**src/hdl/scdr_pkg.sv**
```systemverilog
// Shared constants, job type and reply length lookup for the command deframer.
package scdr_pkg;

    localparam int BUFFER_BYTES       = 1024;
    localparam int LEGACY_FRAME_BYTES = 10;
    localparam int HELD_W             = $clog2(BUFFER_BYTES + 1);

    localparam logic [7:0] HDR_LEGACY = 8'hFF;
    localparam logic [7:0] HDR_FRAMED = 8'h02;
    localparam logic [7:0] END_FRAMED = 8'h03;
    localparam logic [7:0] CODE_BASE  = 8'h30;
    localparam logic [7:0] LEGACY_R0  = 8'h45;
    localparam logic [7:0] LEGACY_R1  = 8'h30;
    localparam logic [7:0] LEGACY_R2  = 8'h30;

    // Framed frame: header, code, two length bytes, payload, checksum, end byte
    localparam int FRAMED_OVERHEAD = 6;

    localparam int TABLE_SIZE = 30;
    localparam logic [7:0] REPLY_LEN_TABLE [TABLE_SIZE] = '{
        8'd1, 8'd16, 8'd4, 8'd1, 8'd1, 8'd1, 8'd1, 8'd2, 8'd2, 8'd0,
        8'd0, 8'd0,  8'd0, 8'd0, 8'd0, 8'd0, 8'd0, 8'd0, 8'd0, 8'd0,
        8'd0, 8'd1,  8'd1, 8'd0, 8'd0, 8'd0, 8'd0, 8'd0, 8'd0, 8'd24
    };

    // Reply byte counter covers header, code, two length bytes, 255 zeros,
    // checksum and end byte.
    localparam int CNT_W = 9;

    localparam int QUEUE_DEPTH = 4;
    localparam int QPTR_W      = $clog2(QUEUE_DEPTH);
    localparam int QCNT_W      = $clog2(QUEUE_DEPTH + 1);

    typedef struct packed {
        logic       is_legacy;
        logic [7:0] code;
        logic [7:0] len;
    } job_t;

    typedef struct packed {
        logic valid;
        job_t job;
    } job_push_t;

    function automatic logic [7:0] reply_len(input logic [7:0] code);
        logic [7:0] idx;
        idx = code - CODE_BASE;
        if (code < CODE_BASE || idx >= 8'(TABLE_SIZE)) begin
            return 8'd0;
        end
        return REPLY_LEN_TABLE[idx[4:0]];
    endfunction

endpackage

```
**src/hdl/scdr_front.sv**
```systemverilog
// Front end: parse command words, track the frame, push reply jobs.
module scdr_front (
    input  logic                clk,
    input  logic                rst_n,
    input  logic                in_valid,
    input  logic                in_ready,
    input  logic                req_type,
    input  logic [7:0]          data_byte,
    output scdr_pkg::job_push_t push
);
    import scdr_pkg::*;

    typedef enum logic [1:0] {
        PH_HUNT,
        PH_LEGACY,
        PH_FRAMED
    } phase_t;

    phase_t              phase_reg, phase_next;
    logic [HELD_W-1:0]   held_reg, held_next;
    logic [7:0]          code_reg, code_next;
    logic [15:0]         plen_reg, plen_next;
    logic [HELD_W-1:0]   held_inc;
    logic                in_fire;
    logic [7:0]          tbl_len;

    assign in_fire  = in_valid && in_ready;
    assign held_inc = held_reg + HELD_W'(1);
    assign tbl_len  = reply_len(code_reg);

    always_comb
    begin
        phase_next = phase_reg;
        held_next  = held_reg;
        code_next  = code_reg;
        plen_next  = plen_reg;
        push       = '0;
        if (in_fire) begin
            if (req_type) begin
                // drop any partial frame
                phase_next = PH_HUNT;
                held_next  = '0;
                code_next  = '0;
                plen_next  = '0;
            end else if (phase_reg == PH_HUNT || held_reg == HELD_W'(BUFFER_BYTES)) begin
                // hunt: a full buffer is dropped and this word starts afresh
                phase_next = PH_HUNT;
                held_next  = '0;
                code_next  = '0;
                plen_next  = '0;
                if (data_byte == HDR_LEGACY) begin
                    phase_next = PH_LEGACY;
                    held_next  = HELD_W'(1);
                end else if (data_byte == HDR_FRAMED) begin
                    phase_next = PH_FRAMED;
                    held_next  = HELD_W'(1);
                end
            end else begin
                held_next = held_inc;
                if (phase_reg == PH_FRAMED) begin
                    if (held_inc == HELD_W'(2)) begin
                        code_next = data_byte;
                    end else if (held_inc == HELD_W'(3)) begin
                        plen_next = {data_byte, 8'h00};
                    end else if (held_inc == HELD_W'(4)) begin
                        plen_next = {plen_reg[15:8], data_byte};
                    end
                    if (held_inc >= HELD_W'(FRAMED_OVERHEAD)
                        && 17'(held_inc) == 17'(plen_next) + 17'(FRAMED_OVERHEAD)) begin
                        push.valid         = (tbl_len != 8'd0);
                        push.job.is_legacy = 1'b0;
                        push.job.code      = code_reg;
                        push.job.len       = tbl_len;
                        phase_next = PH_HUNT;
                        held_next  = '0;
                        code_next  = '0;
                        plen_next  = '0;
                    end
                end else if (held_inc >= HELD_W'(LEGACY_FRAME_BYTES)) begin
                    push.valid         = 1'b1;
                    push.job.is_legacy = 1'b1;
                    phase_next = PH_HUNT;
                    held_next  = '0;
                    code_next  = '0;
                    plen_next  = '0;
                end
            end
        end
    end

    always_ff @(posedge clk or negedge rst_n)
    begin
        if (!rst_n) begin
            phase_reg <= PH_HUNT;
            held_reg  <= '0;
            code_reg  <= '0;
            plen_reg  <= '0;
        end else begin
            phase_reg <= phase_next;
            held_reg  <= held_next;
            code_reg  <= code_next;
            plen_reg  <= plen_next;
        end
    end

endmodule

```
**src/hdl/scdr_queue.sv**
```systemverilog
// Small job queue between the parser and the reply generator.
module scdr_queue (
    input  logic                clk,
    input  logic                rst_n,
    input  scdr_pkg::job_push_t push,
    input  logic                pop,
    output logic                not_full,
    output logic                head_valid,
    output scdr_pkg::job_t      head
);
    import scdr_pkg::*;

    job_t               mem_reg [QUEUE_DEPTH];
    logic [QPTR_W-1:0]  wr_ptr_reg, wr_ptr_next;
    logic [QPTR_W-1:0]  rd_ptr_reg, rd_ptr_next;
    logic [QCNT_W-1:0]  count_reg, count_next;
    logic               do_pop;

    assign not_full   = (count_reg != QCNT_W'(QUEUE_DEPTH));
    assign head_valid = (count_reg != '0);
    assign head       = mem_reg[rd_ptr_reg];
    assign do_pop     = pop && head_valid;

    always_comb
    begin
        wr_ptr_next = push.valid ? wr_ptr_reg + QPTR_W'(1) : wr_ptr_reg;
        rd_ptr_next = do_pop ? rd_ptr_reg + QPTR_W'(1) : rd_ptr_reg;
        count_next  = count_reg + QCNT_W'(push.valid) - QCNT_W'(do_pop);
    end

    always_ff @(posedge clk)
    begin
        if (push.valid) begin
            mem_reg[wr_ptr_reg] <= push.job;
        end
    end

    always_ff @(posedge clk or negedge rst_n)
    begin
        if (!rst_n) begin
            wr_ptr_reg <= '0;
            rd_ptr_reg <= '0;
            count_reg  <= '0;
        end else begin
            wr_ptr_reg <= wr_ptr_next;
            rd_ptr_reg <= rd_ptr_next;
            count_reg  <= count_next;
        end
    end

endmodule

```
**src/hdl/scdr_back.sv**
```systemverilog
// Back end: expand queued jobs into reply words through an output register.
module scdr_back (
    input  logic           clk,
    input  logic           rst_n,
    input  logic           head_valid,
    input  scdr_pkg::job_t head,
    output logic           pop,
    output logic           out_valid,
    input  logic           out_ready,
    output logic [7:0]     reply_byte,
    output logic           last_byte
);
    import scdr_pkg::*;

    logic [CNT_W-1:0] cnt_reg, cnt_next;
    logic             out_valid_reg, out_valid_next;
    logic [7:0]       byte_reg, byte_next;
    logic             last_reg, last_next;
    logic             load;
    logic [7:0]       gen_byte;
    logic             gen_last;
    logic [CNT_W-1:0] len_w;
    logic [7:0]       sum;

    assign len_w = CNT_W'(head.len);
    // table lengths fit one byte, so the length high byte is zero
    assign sum   = head.code + head.len;
    assign load  = head_valid && (!out_valid_reg || out_ready);
    assign pop   = load && gen_last;

    always_comb
    begin
        gen_byte = 8'h00;
        gen_last = 1'b0;
        if (head.is_legacy) begin
            case (cnt_reg[1:0])
                2'd0:    gen_byte = LEGACY_R0;
                2'd1:    gen_byte = LEGACY_R1;
                default:
                begin
                    gen_byte = LEGACY_R2;
                    gen_last = 1'b1;
                end
            endcase
        end else begin
            if (cnt_reg == CNT_W'(0)) begin
                gen_byte = HDR_FRAMED;
            end else if (cnt_reg == CNT_W'(1)) begin
                gen_byte = head.code;
            end else if (cnt_reg == CNT_W'(3)) begin
                gen_byte = head.len;
            end else if (cnt_reg == len_w + CNT_W'(4)) begin
                gen_byte = sum;
            end else if (cnt_reg == len_w + CNT_W'(5)) begin
                gen_byte = END_FRAMED;
                gen_last = 1'b1;
            end
        end
    end

    always_comb
    begin
        cnt_next       = cnt_reg;
        out_valid_next = out_valid_reg;
        byte_next      = byte_reg;
        last_next      = last_reg;
        if (load) begin
            out_valid_next = 1'b1;
            byte_next      = gen_byte;
            last_next      = gen_last;
            cnt_next       = gen_last ? '0 : cnt_reg + CNT_W'(1);
        end else if (out_ready) begin
            out_valid_next = 1'b0;
        end
    end

    always_ff @(posedge clk or negedge rst_n)
    begin
        if (!rst_n) begin
            cnt_reg       <= '0;
            out_valid_reg <= 1'b0;
        end else begin
            cnt_reg       <= cnt_next;
            out_valid_reg <= out_valid_next;
        end
    end

    always_ff @(posedge clk)
    begin
        byte_reg <= byte_next;
        last_reg <= last_next;
    end

    assign out_valid  = out_valid_reg;
    assign reply_byte = byte_reg;
    assign last_byte  = last_reg;

endmodule

```
**src/hdl/serial_command_deframer_responder_core.sv**
```systemverilog
// Serial command deframer and responder: top level joining parser, job queue and reply generator.
// Throughput: one input word per cycle; reply words leave at one per cycle while out_ready is
//   high, from a single output register; input stalls only when the four-entry job queue is full.
// Path: the job is written to the queue at the edge that accepts the word completing a frame;
//   the first reply word is registered once that job heads the queue and the output is free.
// Reset: rst_n asynchronous active low; parser returns to hunting, queue and output empty.
module serial_command_deframer_responder_core (
    input  logic       clk,
    input  logic       rst_n,
    input  logic       in_valid,
    output logic       in_ready,
    input  logic       req_type,
    input  logic [7:0] data_byte,
    output logic       out_valid,
    input  logic       out_ready,
    output logic [7:0] reply_byte,
    output logic       last_byte
);
    import scdr_pkg::*;

    job_push_t push;
    job_t      head;
    logic      head_valid;
    logic      pop;
    logic      not_full;

    // Accept a word whenever the queue has room for the job it might create;
    // the parser itself can take one word per cycle.
    assign in_ready = not_full;

    // Front: hunt for headers, count held words, capture code and length,
    // and push one job per completed frame that has a reply.
    scdr_front u_front (
        .clk       (clk),
        .rst_n     (rst_n),
        .in_valid  (in_valid),
        .in_ready  (in_ready),
        .req_type  (req_type),
        .data_byte (data_byte),
        .push      (push)
    );

    // Queue: decouple parsing from reply emission so each side stalls alone.
    scdr_queue u_queue (
        .clk        (clk),
        .rst_n      (rst_n),
        .push       (push),
        .pop        (pop),
        .not_full   (not_full),
        .head_valid (head_valid),
        .head       (head)
    );

    // Back: walk the head job word by word; pop it as its last word loads.
    scdr_back u_back (
        .clk        (clk),
        .rst_n      (rst_n),
        .head_valid (head_valid),
        .head       (head),
        .pop        (pop),
        .out_valid  (out_valid),
        .out_ready  (out_ready),
        .reply_byte (reply_byte),
        .last_byte  (last_byte)
    );

endmodule
```
**config.mk**
```make
export PLATFORM = sky130hd
export DESIGN_NAME = serial_command_deframer_responder_core
export DESIGN_NICKNAME = d
export VERILOG_FILES = /design/src/hdl/scdr_pkg.sv /design/src/hdl/scdr_front.sv /design/src/hdl/scdr_queue.sv /design/src/hdl/scdr_back.sv /design/src/hdl/serial_command_deframer_responder_core.sv
export SDC_FILE = /design/constraint.sdc
export NUM_CORES = 1
export LEC_CHECK = 0
export BUFFER_PORTS_ARGS = -buffer_cell sky130_fd_sc_hd__buf_2
export CAP_MARGIN = 20
export CORE_UTILIZATION = 46
export CTS_CLUSTER_SIZE = 30
export DETAILED_ROUTE_END_ITERATION = 10
export PLACE_DENSITY = 0.72
export SLEW_MARGIN = 20
export SYNTH_ARGS = -nofsm -noshare
export SYNTH_HDL_FRONTEND = slang
export SYNTH_SLANG_ARGS = --single-unit
```
**constraint.sdc**
```tcl
create_clock -name clk -period 12.7 [get_ports clk]
set_clock_uncertainty 0.2 [all_clocks]
set_input_delay 2.54 -clock clk [delete_from_list [all_inputs] [get_ports clk]]
set_output_delay 2.54 -clock clk [all_outputs]
set_load 0.01 [all_outputs]
```
# ---- Yosys cells after proc, flatten, opt, wreduce, memory -nomap -nowiden
# Memories as Yosys holds them, arrays and structs flattened.
# Cells that the tools add are included.
dict set report op_classes {
  magnitude_cmp 5
  bitwise 1
  muxes 63
  n_reduce_logical 20
  n_eq_ne 16
  add_sub_neg 11
}
# op n
set ops {}
lappend ops {{$mux W16} 12}
lappend ops {{$mux W8} 16}
lappend ops {{$mux W18} 4}
lappend ops {{$mux W11} 6}
lappend ops {{$eq A11 B2 Y1 const B} 2}
lappend ops {{$mux W2} 10}
lappend ops {{$add A8 B3 Y9 const B} 2}
lappend ops {{$eq A9 B9 Y1} 2}
lappend ops {{$add A16 B3 Y17 const B} 1}
lappend ops {{$eq A11 B17 Y1} 1}
lappend ops {{$mux W1} 13}
lappend ops {{$add A11 B1 Y11 const B} 1}
lappend ops {{$eq A11 B11 Y1 const B} 1}
lappend ops {{$eq A11 B3 Y1 const B} 1}
lappend ops {{$ge A11 B3 Y1 const B} 1}
lappend ops {{$ge A11 B4 Y1 const B} 1}
lappend ops {{$add A9 B1 Y9 const B} 1}
lappend ops {{$eq A9 B1 Y1 const B} 1}
lappend ops {{$eq A9 B2 Y1 const B} 1}
lappend ops {{$logic_not A9 Y1} 1}
lappend ops {{$mux W9} 1}
lappend ops {{$add A8 B8 Y8} 1}
lappend ops {{$eq A8 B2 Y1 const B} 1}
lappend ops {{$eq A8 B8 Y1 const B} 1}
lappend ops {{other kinds (25)} 34}
dict set report word_totals {
  mem_bits_rw 68
  mem_bits_ro 256
  output_inout_bits 11
  n_memories 2
  wordCells 129
  input_bits 13
  ff_bits 63
}
# name words width rd rd_clocked_by_memory_dff write_ports line
set memory_table {}
lappend memory_table {{(name not given)} 32 8 1 0 0 scdr_pkg.sv:51} ;# return REPLY_LEN_TABLE[idx[4:0]];
lappend memory_table {u_queue.mem_reg 4 17 1 0 1 scdr_queue.sv:13} ;# job_t mem_reg [QUEUE_DEPTH];

# ---- Longest topological paths before layout
# Gate-level depths: netlist (run 1).
dict set report logic_depth {
  ltp_word 19
  ltp_mapped 23
  mapped_depth_nobuf 21
}

# ---- Cells and area by module
# Synthesis (run 1) repeated with hierarchy kept, for this count alone.
dict set report unflattened {
  cells_unflattened 817
  area_unflattened_um2 8570.7
}
# module cells_each n_inst area_per_inst_um2
set modules_own_cells {}
lappend modules_own_cells {scdr_front 438 1 3627.2}
lappend modules_own_cells {scdr_queue 124 1 2899.0}
lappend modules_own_cells {scdr_back 255 1 2044.5}

# ---- Worst setup path after synthesis (run 1)
# OpenSTA, ideal clock, no wires.
dict set report synth_timing {
  path_type {in2reg}
  from {in data_byte[1]}
  to {mem u_queue.mem_reg[0][0] in the netlist's numbering, enable pin}
  required_time_ns 12.114
  arrival_ns 5.677
  cell_stages 12
  setup_slack_ns 6.437
  n_path_buf 0
  cell_sequence {inv_1 nor4_1 a31oi_4 ha_1 a41oi_1 o21ai_1 or4_1 a22oi_1 o2111ai_1 nor4_1 a31oi_1 nor2b_1}
}
dict set report synth_between {
  elab_chain_len 17
}
# element line
set synth_rtl {}
lappend synth_rtl {{start: declaration} serial_command_deframer_responder_core.sv:13} ;# input logic [7:0] data_byte,
lappend synth_rtl {{$mux W8} scdr_front.sv:65} ;# end else if (held_inc == HELD_W'(4)) begin
lappend synth_rtl {{$mux W16 *} scdr_front.sv:63} ;# end else if (held_inc == HELD_W'(3)) begin
lappend synth_rtl {{$mux W16 *} scdr_front.sv:61} ;# if (held_inc == HELD_W'(2)) begin
lappend synth_rtl {{$mux W16 *} scdr_front.sv:60} ;# if (phase_reg == PH_FRAMED) begin
lappend synth_rtl {{$mux W16 *} scdr_front.sv:45} ;# end else if (phase_reg == PH_HUNT || held_reg == HELD_W'(BUFFER_BYTES)) begin
lappend synth_rtl {{$mux W16 *} scdr_front.sv:39} ;# if (req_type) begin
lappend synth_rtl {{$mux W16 *} scdr_front.sv:38} ;# if (in_fire) begin
lappend synth_rtl {{$add A16 B3 Y17 *} scdr_front.sv:69} ;# && 17'(held_inc) == 17'(plen_next) + 17'(FRAMED_OVERHEAD)) begin
lappend synth_rtl {{$eq A11 B17 Y1 *} scdr_front.sv:69}
lappend synth_rtl {{$logic_and A1 B1 Y1 *} scdr_front.sv:69}
lappend synth_rtl {{$mux W18 *} scdr_front.sv:68} ;# if (held_inc >= HELD_W'(FRAMED_OVERHEAD)
lappend synth_rtl {{$mux W2 *} scdr_front.sv:60}
lappend synth_rtl {{$mux W18 *} scdr_front.sv:45}
lappend synth_rtl {{$mux W18 *} scdr_front.sv:39}
lappend synth_rtl {{$mux W18 *} scdr_front.sv:38}
lappend synth_rtl {{$mux W1 *} scdr_queue.sv:33} ;# if (push.valid) begin
lappend synth_rtl {{$mux W1 (implied by the code) *} scdr_queue.sv:34} ;# mem_reg[wr_ptr_reg] <= push.job;
lappend synth_rtl {{end: declaration} scdr_queue.sv:13}
# Mark *: on every way between the ends. The rest lies on a longest branch, timed or not. The select of a mux whose other input is x is not followed.

# ---- Worst setup path in the final report (run 1)
dict set report layout_timing {
  from {reg u_front.held_reg[0]}
  to {mem u_queue.mem_reg[0][16] in the netlist's numbering, enable pin}
}
dict set report layout_between {
  elab_chain_len 19
  elab_cells_between_ends 26
}
# element line
set layout_rtl {}
lappend layout_rtl {{start: declaration} scdr_front.sv:20} ;# logic [HELD_W-1:0] held_reg, held_next;
lappend layout_rtl {{start signal: assignment} scdr_front.sv:100} ;# held_reg <= held_next;
lappend layout_rtl {{$add A11 B1 Y11} scdr_front.sv:28} ;# assign held_inc = held_reg + HELD_W'(1);
lappend layout_rtl {{$eq A11 B3 Y1} scdr_front.sv:65}
lappend layout_rtl {{$mux W8} scdr_front.sv:65}
lappend layout_rtl {{$mux W16} scdr_front.sv:63}
lappend layout_rtl {{$mux W16} scdr_front.sv:61}
lappend layout_rtl {{$mux W16} scdr_front.sv:60}
lappend layout_rtl {{$mux W16} scdr_front.sv:45}
lappend layout_rtl {{$mux W16} scdr_front.sv:39}
lappend layout_rtl {{[... 3 more ...]} -}
lappend layout_rtl {{$logic_and A1 B1 Y1} scdr_front.sv:69}
lappend layout_rtl {{$mux W18} scdr_front.sv:68}
lappend layout_rtl {{$mux W2} scdr_front.sv:60}
lappend layout_rtl {{$mux W18 *} scdr_front.sv:45}
lappend layout_rtl {{$mux W18 *} scdr_front.sv:39}
lappend layout_rtl {{$mux W18 *} scdr_front.sv:38}
lappend layout_rtl {{$mux W1 *} scdr_queue.sv:33}
lappend layout_rtl {{$mux W1 (implied by the code) *} scdr_queue.sv:34}
# Marks and branches as above.

==> results.toml, run 1 <==
[detailed_routing]
num_vias = 6114
wl_per_cell_um = 18.5
antenna_left = 0
wl_um = 18700
drt-vias-per-instance = 6.06
drt-initial-drc-count = 555
drc = 0
dr.pass1.iters = 5

[cells_and_area]
insertedDiodeCount = 0
largest_register_ffs = 56
layout_commonest_cell = "nand2_1"
fillers = 1433
drive_gt1_share_pct = 13.4
nets = 821
layout_common_cells = "nand2_1 (66), edfxtp_1 (65), dfrtp_1 (54)"
syn_to_final_growth_pct = 10.7

[timing]
setup_viol_count_final = 0
rsz0062_at_grt = "no"
hold_ws_ns = 0.287
post-route-period-util_pct = 55.0
relSlewSlack_pct = 36.2
hold_viol = 0
tns_ns = 0
clock.fmax_ghz = 0.143
final.min_clock_period_ns = 6.99
slew_viol_final = 0
worst_slew_pin_slew_ns = 0.957

[worst_setup_path]
timing.critical_path.buf_inv = 1
reg2reg_to = "u_queue.mem_reg[0][16]$_DFFE_PP_"
endpoint_kind = "register"
critPathKind = "reg2reg"
cp_cell_sequence = "ha_1 > and4_1 > a31oi_1 > a211o_1 > nor3_1 > nand2_1 > nand2_1 > nand2_1 > ha_1 > a41oi_1 > o21ai_1 > or4_1 > a22oi_1 > o2111ai_1 > nor4_1 > buf_4 > a31oi_1 > nor2b_2"
reg2reg_depth = 18
slowest_stage = "nor3_1"
cp_top_family = "simple AND/OR/NAND/NOR gates"
cp-start-kind = "register"
crit_path_max_incr_delay_ns = 0.73
required_ns = 12.55
r2r_start = "u_front.held_reg[0]$_DFFE_PN0P_"
cp_max_fo = 17
worstPathArrival_ns = 6.84
cp_common_cell = "nand2_1"
reg2reg_slack_ns = 5.71

[floorplan]
core_region_area_um2 = 16500
ios = 24
die_w_um = 132
num_rows = 47
die_area_um2 = 17400
start_util_pct = 46.9
die_h_um = 132

[min_path]
whs_endpoint = "u_back.out_valid$_DFFE_PN0P_"
holdPathStages = 2
min_from = "u_back.out_valid$_DFFE_PN0P_"
hp-class = "reg2reg"

[placement]
port_buffers = 23
routabilityCongestion = 0.909
dpl.hpwl_um = 13200

[synth]
synth-edff-count = 65
ys_ff_latch = 119
syn_avg_cell_area_um2 = 10.1
async_reset_ff_share_pct = 45.4
synth_cell_types = 87
syn_nets = 814
netlist_area_um2 = 7750
ys_warn_count = 0
ys.flop_type = "edfxtp_1"
seq_area_frac_synth_pct = 42.6
synthCells = 769

[clock_network]
root_buffer = "clkbuf_16"
ctsHoldBuffers = 0
cts_buffer_depth = 2
cts_setup_buffers = 0
cts_tree = "yes"
numCtsBuffers = 17
cts.clk_slew.worst_paths_ns = 0.06
cts_resized = 0
htreeDepth = 4
cts.sinks = 119
clk_latency_ns = 0.42

[pwr]
ir_drop_mv = 0.117
powerDensity_nw_per_um2 = 165
p_leak_uw = 0.00335
power_uw = 1410

[grt]
grt_pass1_vias = 5730
grt_antenna_before_repair = 1
grt_usage_pct = 22.0
overflow = 0
grt_first_pass_wirelength_um = 30100
grt_max_degree = 55

[status]
status = "completed"

[job]
max_cap_viol_count = 0
[through the flow]
stage               area (um^2)  setup slack (ns)  cells  utilization (%)
floorplan                  7750              6.44    769                -
global placement           7990              5.47    977             48.4
detailed placement         8000              5.36    977             48.4
CTS                        8580              5.48   1009             51.9
global route               8580              5.32   1009             51.9
finish                     8580              5.71   1009             51.9
[cell type report]
type / instances / area, um^2 / area share (%)
tap: 220 / 275 / 3.21
multi-input combinational: 565 / 4100 / 47.8
timing repair buffer: 27 / 145 / 1.69
sequential: 119 / 3300 / 38.5
inverter: 46 / 173 / 2.01
clock inverter: 13 / 148 / 1.72
clock buffer: 19 / 433 / 5.05
[tightest hold or removal path, delay by kind of cell (launching register included)]
| family | cells | cell delay [ns] |
|---|---|---|
| AND/OR/NAND/NOR | 2 | 0.10 |
| flip-flops | 1 | 0.35 |
[synth_stat cells (7+ instances only)]
cell,instances,area share [%]
nor4_1,14,1.1
nor2b_1,18,1.5
o2bb2ai_1,9,1.0
and2_1,17,1.4
mux4_2,14,4.1
and3_1,14,1.1
o21ai_0,34,2.2
xor2_1,12,1.4
nand2_1,66,3.2
nand3_1,18,1.2
a31oi_1,16,1.3
a22o_1,8,0.90
nor3_1,22,1.4
ha_1,30,4.8
nand2b_1,13,1.0
inv_1,45,2.2
mux2i_1,8,1.0
o31ai_1,11,1.1
buf_2,10,0.65
nor2_1,36,1.7
a21oi_1,34,2.2
clkbuf_1,24,1.2
xnor2_1,21,2.4
a21o_1,10,0.97
or2_2,7,0.57
nand4_1,14,1.1
dfrtp_1,54,17
edfxtp_1,65,25
[power by group]
group / internal [uW] / switching, uW / total [uW]
clock network: 290 / 182 / 472
logic: 192 / 256 / 448
registers: 444 / 48.4 / 493
[metal layers]
layer | routed length [um] | GRT usage, % | vias to the layer above | part of all wire, %
met4 | 302 | 6.91 | 2 | 1.6
li1 | - | - | 2911 | -
met5 | 8 | 0 | - | 0.043
met2 | 8390 | 33.6 | 216 | 45
met1 | 8830 | 31.0 | 2955 | 47
met3 | 1140 | 5.19 | 30 | 6.1
[cells by family after synthesis]
family                     Yosys count  synth area share [%]
and+or+nand+nor                    271                  19.1
AOI/OAI and AO/OA                  204                  19.0
DFF                                119                  42.6
buffers and inverters               85                  4.52
xor gates and xnor gates            34                  4.02
adders and majority gates           32                  5.36
muxes                               24                  5.39
[worst max-delay path by stage]
stage | startpoint | end | slack (ns) | depth (start not counted)
floorplan | data_byte[1] | u_queue.mem_reg[0][0]$_DFFE_PP_ | 6.44 | 12
global placement | data_byte[1] | u_queue.mem_reg[0][11]$_DFFE_PP_ | 5.47 | 14
detailed placement | data_byte[1] | u_queue.mem_reg[3][11]$_DFFE_PP_ | 5.36 | 14
CTS | u_front.held_reg[0]$_DFFE_PN0P_ | u_queue.mem_reg[3][12]$_DFFE_PP_ | 5.48 | 18
global route | u_front.held_reg[0]$_DFFE_PN0P_ | u_queue.mem_reg[0][12]$_DFFE_PP_ | 5.32 | 18
finish | u_front.held_reg[0]$_DFFE_PN0P_ | u_queue.mem_reg[0][16]$_DFFE_PP_ | 5.71 | 18
(Power assumes the default switching activity.)
==> run 2: changes to the inputs <==
--- a/config.mk
+++ b/config.mk
@@ -10,7 +10,7 @@
 export CORE_UTILIZATION = 46
 export CTS_CLUSTER_SIZE = 30
 export DETAILED_ROUTE_END_ITERATION = 10
-export PLACE_DENSITY = 0.72
+export PLACE_DENSITY = 0.74
 export SLEW_MARGIN = 20
 export SYNTH_ARGS = -nofsm -noshare
 export SYNTH_HDL_FRONTEND = slang
==> constraint.sdc (replaced) <==
create_clock -name clk -period 5.6 [get_ports clk]
set_clock_uncertainty 0.2 [all_clocks]
set_input_delay 1.12 -clock clk [delete_from_list [all_inputs] [get_ports clk]]
set_output_delay 1.12 -clock clk [all_outputs]
set_load 0.01 [all_outputs]
==> run 2 against run 1 <==
Compared with the run above:
- combinational power up 140%
- first-iteration DRC count up 9.7%
- maximum frequency up 31%
- sequential cell count unchanged
- critical path depth up 2
- core utilization up 1.8 points
- cell count up 2.1%
- non-clock buffer count up 21
- count of clock-buffer cells in the layout up 3
- clock power up 150%
- sequential share of layout area down 1.2 points
- largest cell class unchanged
==> results.toml, run 2 (same netlist as run 1, synthesis figures left out) <==
[worst_setup_path]
cp-start-kind = "register"
cp_cell_sequence = "clkbuf_2 > a211o_1 > a221o_1 > a211o_1 > nor3_2 > nand2_1 > nand2_1 > nand2_1 > ha_1 > a41oi_2 > o21ai_2 > or4_1 > a22oi_1 > o2111ai_1 > nor4_2 > buf_4 > a31oi_2 > inv_1 > ha_1 > fa_1"
slowest_stage = "or4_1"
critPathKind = "reg2reg"
worstPathArrival_ns = 5.44
crit_path_max_incr_delay_ns = 0.56
cp_top_family = "compound AO/OA/AOI/OAI gates"
required_ns = 5.70
endpoint_kind = "register"
cp_common_cell = "nand2_1"
timing.critical_path.buf_inv = 3
cp_max_fo = 7

[clock_network]
cts_tree = "yes"
cts.sinks = 119
htreeDepth = 4
cts_buffer_depth = 2
ctsHoldBuffers = 0
root_buffer = "clkbuf_16"
cts.clk_slew.worst_paths_ns = 0.06
numCtsBuffers = 17
clk_latency_ns = 0.42

[placement]
dpl.hpwl_um = 14000
routabilityCongestion = 0.975
port_buffers = 23
postPlaceCellArea_um2 = 8110

[status]
status = "completed"

[detailed_routing]
top_layer = "met4"
met2_length_um = 9240
dr.pass1.iters = 7
antenna_left = 0
wl_per_cell_um = 19.3
drt-initial-drc-count = 609
wl_um = 19900
met1_length_um = 8560
num_vias = 6361
drt-vias-per-instance = 6.18
drc = 0
met3_length_um = 1620

[cells_and_area]
nets = 842
regArea_um2 = 3310
multi_input_area_um2 = 4170
fillers = 1421
layout_commonest_cell = "nand2_1"
drive_gt1_share_pct = 17.3
insertedDiodeCount = 0
syn_to_final_growth_pct = 14.5
largest_register_ffs = 56
layout_common_cells = "nand2_1 (66), edfxtp_1 (65), dfrtp_1 (49)"
finalInstanceArea_um2 = 8870

[timing]
slew_viol_final = 0
post-route-period-util_pct = 95.4
rsz0062_at_grt = "no"
relSlewSlack_pct = 39.5
hold_viol = 0
final.min_clock_period_ns = 5.34
clock.fmax_ghz = 0.187
worst_slew_pin_slew_ns = 0.904
setup_viol_count_final = 0

[floorplan]
die_w_um = 132
die_area_um2 = 17400
die_h_um = 132
ios = 24
num_rows = 47
core_region_area_um2 = 16500
start_util_pct = 46.9

[grt]
grt_first_pass_wirelength_um = 31200
grt_antenna_before_repair = 0
overflow = 0
grt_max_degree = 55
grt_usage_pct = 23.0
grt_pass1_vias = 5918

[pwr]
ir_drop_mv = 0.245
powerDensity_nw_per_um2 = 375
p_leak_uw = 0.00349
power_uw = 3320

[min_path]
hp-class = "reg2reg"

[job]
max_cap_viol_count = 0
## run 2: changes by cell type in the layout (fill, tap and decap cells not counted), sizes merged
cell | previous run | this run
clkbuf | 19 | 23
inv | 47 | 48
buf | 27 | 47
clkinvlp | 1 | 0
clkinv | 9 | 6
## run 2: repair_timing
action	in CTS	in global routing
setup endpoints to repair	58	63
endpoints found under the hold margin	0	0
pin swaps	0	2
setup buffers	0	5
gates resized for setup	3	16
## run 2: final timing paths
kind	slack (ns)	startpoint	depth (start not counted)	end
hold / removal	0.29	u_front.plen_reg[7]$_DFFE_PN0P_	1	u_front.plen_reg[7]$_DFFE_PN0P_
min in group asynchronous	0.62	rst_n	2	u_back.cnt_reg[1]$_DFFE_PN0P_
setup reg to reg	0.26	u_front.held_reg[0]$_DFFE_PN0P_	20	u_queue.count_reg[1]$_DFF_PN0_
max in group asynchronous	4.06	rst_n	2	u_front.held_reg[6]$_DFFE_PN0P_
hold reg to reg	0.29	u_front.plen_reg[7]$_DFFE_PN0P_	1	u_front.plen_reg[7]$_DFFE_PN0P_
setup / recovery	0.26	u_front.held_reg[0]$_DFFE_PN0P_	20	u_queue.count_reg[1]$_DFF_PN0_
## run 2: metrics by stage
step                setup slack (ns)  std cells  setup TNS [ns]  hold WS, ns  util [%]
detailed placement            -0.130        993           -1.17        0.280      49.1
floorplan                      0.132        769               0        0.249         -
finish                         0.258       1030               0        0.293      53.7
global route                  0.0110       1030               0        0.314      53.7
CTS                           0.0557       1025               0        0.297      53.0
global placement             -0.0372        993         -0.0372        0.276      49.1
## run 2: metal layers
layer / vias up / global-route usage [%]
li1: 2963 / -
met1: 3067 / 30.7
met2: 285 / 35.6
met3: 46 / 6.92
met4: 0 / 8.27
met5: - / 0
## run 2: final cells by class
type / count / area share [%]
inverter: 46 / 1.95
clock buffer: 22 / 5.73
tap: 220 / 3.10
sequential: 119 / 37.3
clock inverter: 10 / 1.47
timing repair buffer: 48 / 3.39
multi-input combinational: 565 / 47.1
## run 2: power breakdown
part | switching, uW | internal (uW) | total (uW)
registers | 92.2 | 1010 | 1100
clock network | 415 | 742 | 1160
logic | 611 | 453 | 1060
total | 1120 | 2200 | 3320
==> run 3: changes to the inputs <==
--- a/config.mk
+++ b/config.mk
@@ -10,7 +10,7 @@
 export CORE_UTILIZATION = 46
 export CTS_CLUSTER_SIZE = 30
 export DETAILED_ROUTE_END_ITERATION = 10
-export PLACE_DENSITY = 0.74
+export PLACE_DENSITY = 0.72
 export SLEW_MARGIN = 20
 export SYNTH_ARGS = -nofsm -noshare
 export SYNTH_HDL_FRONTEND = slang
==> constraint.sdc (replaced) <==
create_clock -name clk -period 5.78 [get_ports clk]
set_clock_uncertainty 0.2 [all_clocks]
set_input_delay 1.156 -clock clk [delete_from_list [all_inputs] [get_ports clk]]
set_output_delay 1.156 -clock clk [all_outputs]
set_load 0.01 [all_outputs]
==> run 3 against run 2 <==
Compared with the run above:
- non-clock buffer count shrank 7
- routed wire length shrank 3.2%
- critical endpoint unchanged
- clock power fell by 9%
==> results.toml, run 3 (same netlist as run 1, synthesis figures left out) <==
[worst_setup_path]
endpoint_kind = "register"
slowest_stage = "or4_1"
r2r_start = "u_front.held_reg[4]$_DFFE_PN0P_"
required_ns = 5.88
reg2reg_slack_ns = 0.39
cp_max_fo = 13
critPathKind = "reg2reg"
cp_top_family = "simple AND/OR/NAND/NOR gates"
worstPathArrival_ns = 5.48
cp_cell_sequence = "nand3_1 > or4_1 > and2_4 > nor3_1 > nand2_1 > nand2_1 > nand2_1 > ha_1 > a41oi_1 > o21ai_1 > or4_1 > a22oi_1 > o2111ai_1 > nor4_2 > buf_4 > a31oi_2 > inv_1 > ha_1 > fa_1"
cp_common_cell = "nand2_1"
timing.critical_path.buf_inv = 2
cp-start-kind = "register"
reg2reg_to = "u_queue.count_reg[1]$_DFF_PN0_"
reg2reg_depth = 19
crit_path_max_incr_delay_ns = 0.61

[timing]
clock.fmax_ghz = 0.186
slew_viol_final = 0
post-route-period-util_pct = 93.2
hold_viol = 0
tns_ns = 0
rsz0062_at_grt = "no"
setup_viol_count_final = 0
relSlewSlack_pct = 40.8
worst_slew_pin_slew_ns = 0.885
final.min_clock_period_ns = 5.39

[placement]
routabilityCongestion = 0.969
dpl.hpwl_um = 14000
port_buffers = 23

[detailed_routing]
num_vias = 6317
drc = 0
wl_um = 19300
antenna_left = 0
wl_per_cell_um = 18.8
dr.pass1.iters = 6
drt-vias-per-instance = 6.17
drt-initial-drc-count = 758

[min_path]
holdPathStages = 1
min_from = "u_back.cnt_reg[8]$_DFFE_PN0P_"
hp-class = "reg2reg"
whs_endpoint = "u_back.cnt_reg[8]$_DFFE_PN0P_"

[floorplan]
die_w_um = 132
die_h_um = 132
core_region_area_um2 = 16500
die_area_um2 = 17400
ios = 24
start_util_pct = 46.9
num_rows = 47

[grt]
grt_max_degree = 55
grt_first_pass_wirelength_um = 31400
grt_usage_pct = 23.1
grt_antenna_before_repair = 0
grt_pass1_vias = 5886
overflow = 0

[pwr]
ir_drop_mv = 0.241
p_leak_uw = 0.00341
powerDensity_nw_per_um2 = 360
power_uw = 3140

[clock_network]
cts.sinks = 119
ctsHoldBuffers = 0
cts.clk_slew.worst_paths_ns = 0.06
cts_tree = "yes"
htreeDepth = 4
root_buffer = "clkbuf_16"
clk_latency_ns = 0.43
numCtsBuffers = 17
cts_buffer_depth = 2

[cells_and_area]
layout_commonest_cell = "nand2_1"
nets = 835
layout_common_cells = "nand2_1 (66), edfxtp_1 (65), dfrtp_1 (50)"
multi_input_area_um2 = 4130
largest_register_ffs = 56
insertedDiodeCount = 0
drive_gt1_share_pct = 15.7
syn_to_final_growth_pct = 12.5
regArea_um2 = 3310
fillers = 1406

[status]
status = "completed"

[job]
max_cap_viol_count = 0
run 3: metal layers:
metal  GRT usage [%]  up-vias  part of all wire [%]
met5               0        -                     0
met2            33.9      257                    45
li1                -     2950                     -
met1            33.1     3077                    45
met4            8.01        0                   1.7
met3            6.11       33                   8.4
run 3: layout make-up:
class                   count  area share, %
well taps                 220           3.16
flip-flops and latches    119           38.0
repair buffers             41           2.87
clock inverters            15           1.81
clock buffers              17           4.88
multi-input cells         565           47.3
inverters                  46           1.98
run 3: how the worst max path moves through the flow:
stage | start | endpoint | slack, ns | cells past startpoint
global route | u_front.held_reg[5]$_DFFE_PN0P_ | u_queue.count_reg[1]$_DFF_PN0_ | 0.04 | 19
detailed placement | u_front.held_reg[0]$_DFFE_PN0P_ | u_queue.count_reg[1]$_DFF_PN0_ | -0.04 | 18
CTS | u_front.held_reg[0]$_DFFE_PN0P_ | u_queue.count_reg[1]$_DFF_PN0_ | 0.05 | 20
finish | u_front.held_reg[4]$_DFFE_PN0P_ | u_queue.count_reg[1]$_DFF_PN0_ | 0.39 | 19
global placement | u_front.held_reg[0]$_DFFE_PN0P_ | u_queue.count_reg[1]$_DFF_PN0_ | 0.12 | 18
floorplan | u_front.held_reg[0]$_DFFE_PN0P_ | u_queue.mem_reg[0][0]$_DFFE_PP_ | 0.31 | 18
run 3: what timing repair did:
action,CTS,global route
setup buffers,0,0
resized for setup,1,8
setup endpoints to repair,1,68
pin swaps,0,0
endpoints found under the hold margin,0,0
run 3: stage by stage:
step	utilization, %	instances	hold WS [ns]	area (um^2)	worst slack [ns]
final	52.7	1023	0.299	8710	0.395
after detailed placement	49.0	991	0.281	8100	-0.0374
after floorplan	-	769	0.249	7750	0.312
after CTS	52.6	1023	0.296	8680	0.0453
after global routing	52.7	1023	0.307	8710	0.0413
after global placement	49.0	991	0.275	8100	0.117
run 3: power breakdown:
part / internal (uW) / leakage (uW) / switching, uW
registers: 977 / 0.00138 / 93.9
clock network: 611 / 0.000283 / 439
logic: 434 / 0.00175 / 580
run 3: worst register-to-register path, stage by stage (launching register included):
cell and delay [ns]:
dfrtp_1 0.49, nand3_1 0.22, or4_1 0.62, and2_4 0.27
nor3_1 0.26, nand2_1 0.08, nand2_1 0.06, nand2_1 0.07
ha_1 0.21, a41oi_1 0.25, o21ai_1 0.24, or4_1 0.58
a22oi_1 0.17, o2111ai_1 0.16, nor4_2 0.26, buf_4 0.24
a31oi_2 0.20, inv_1 0.12, ha_1 0.16, fa_1 0.40
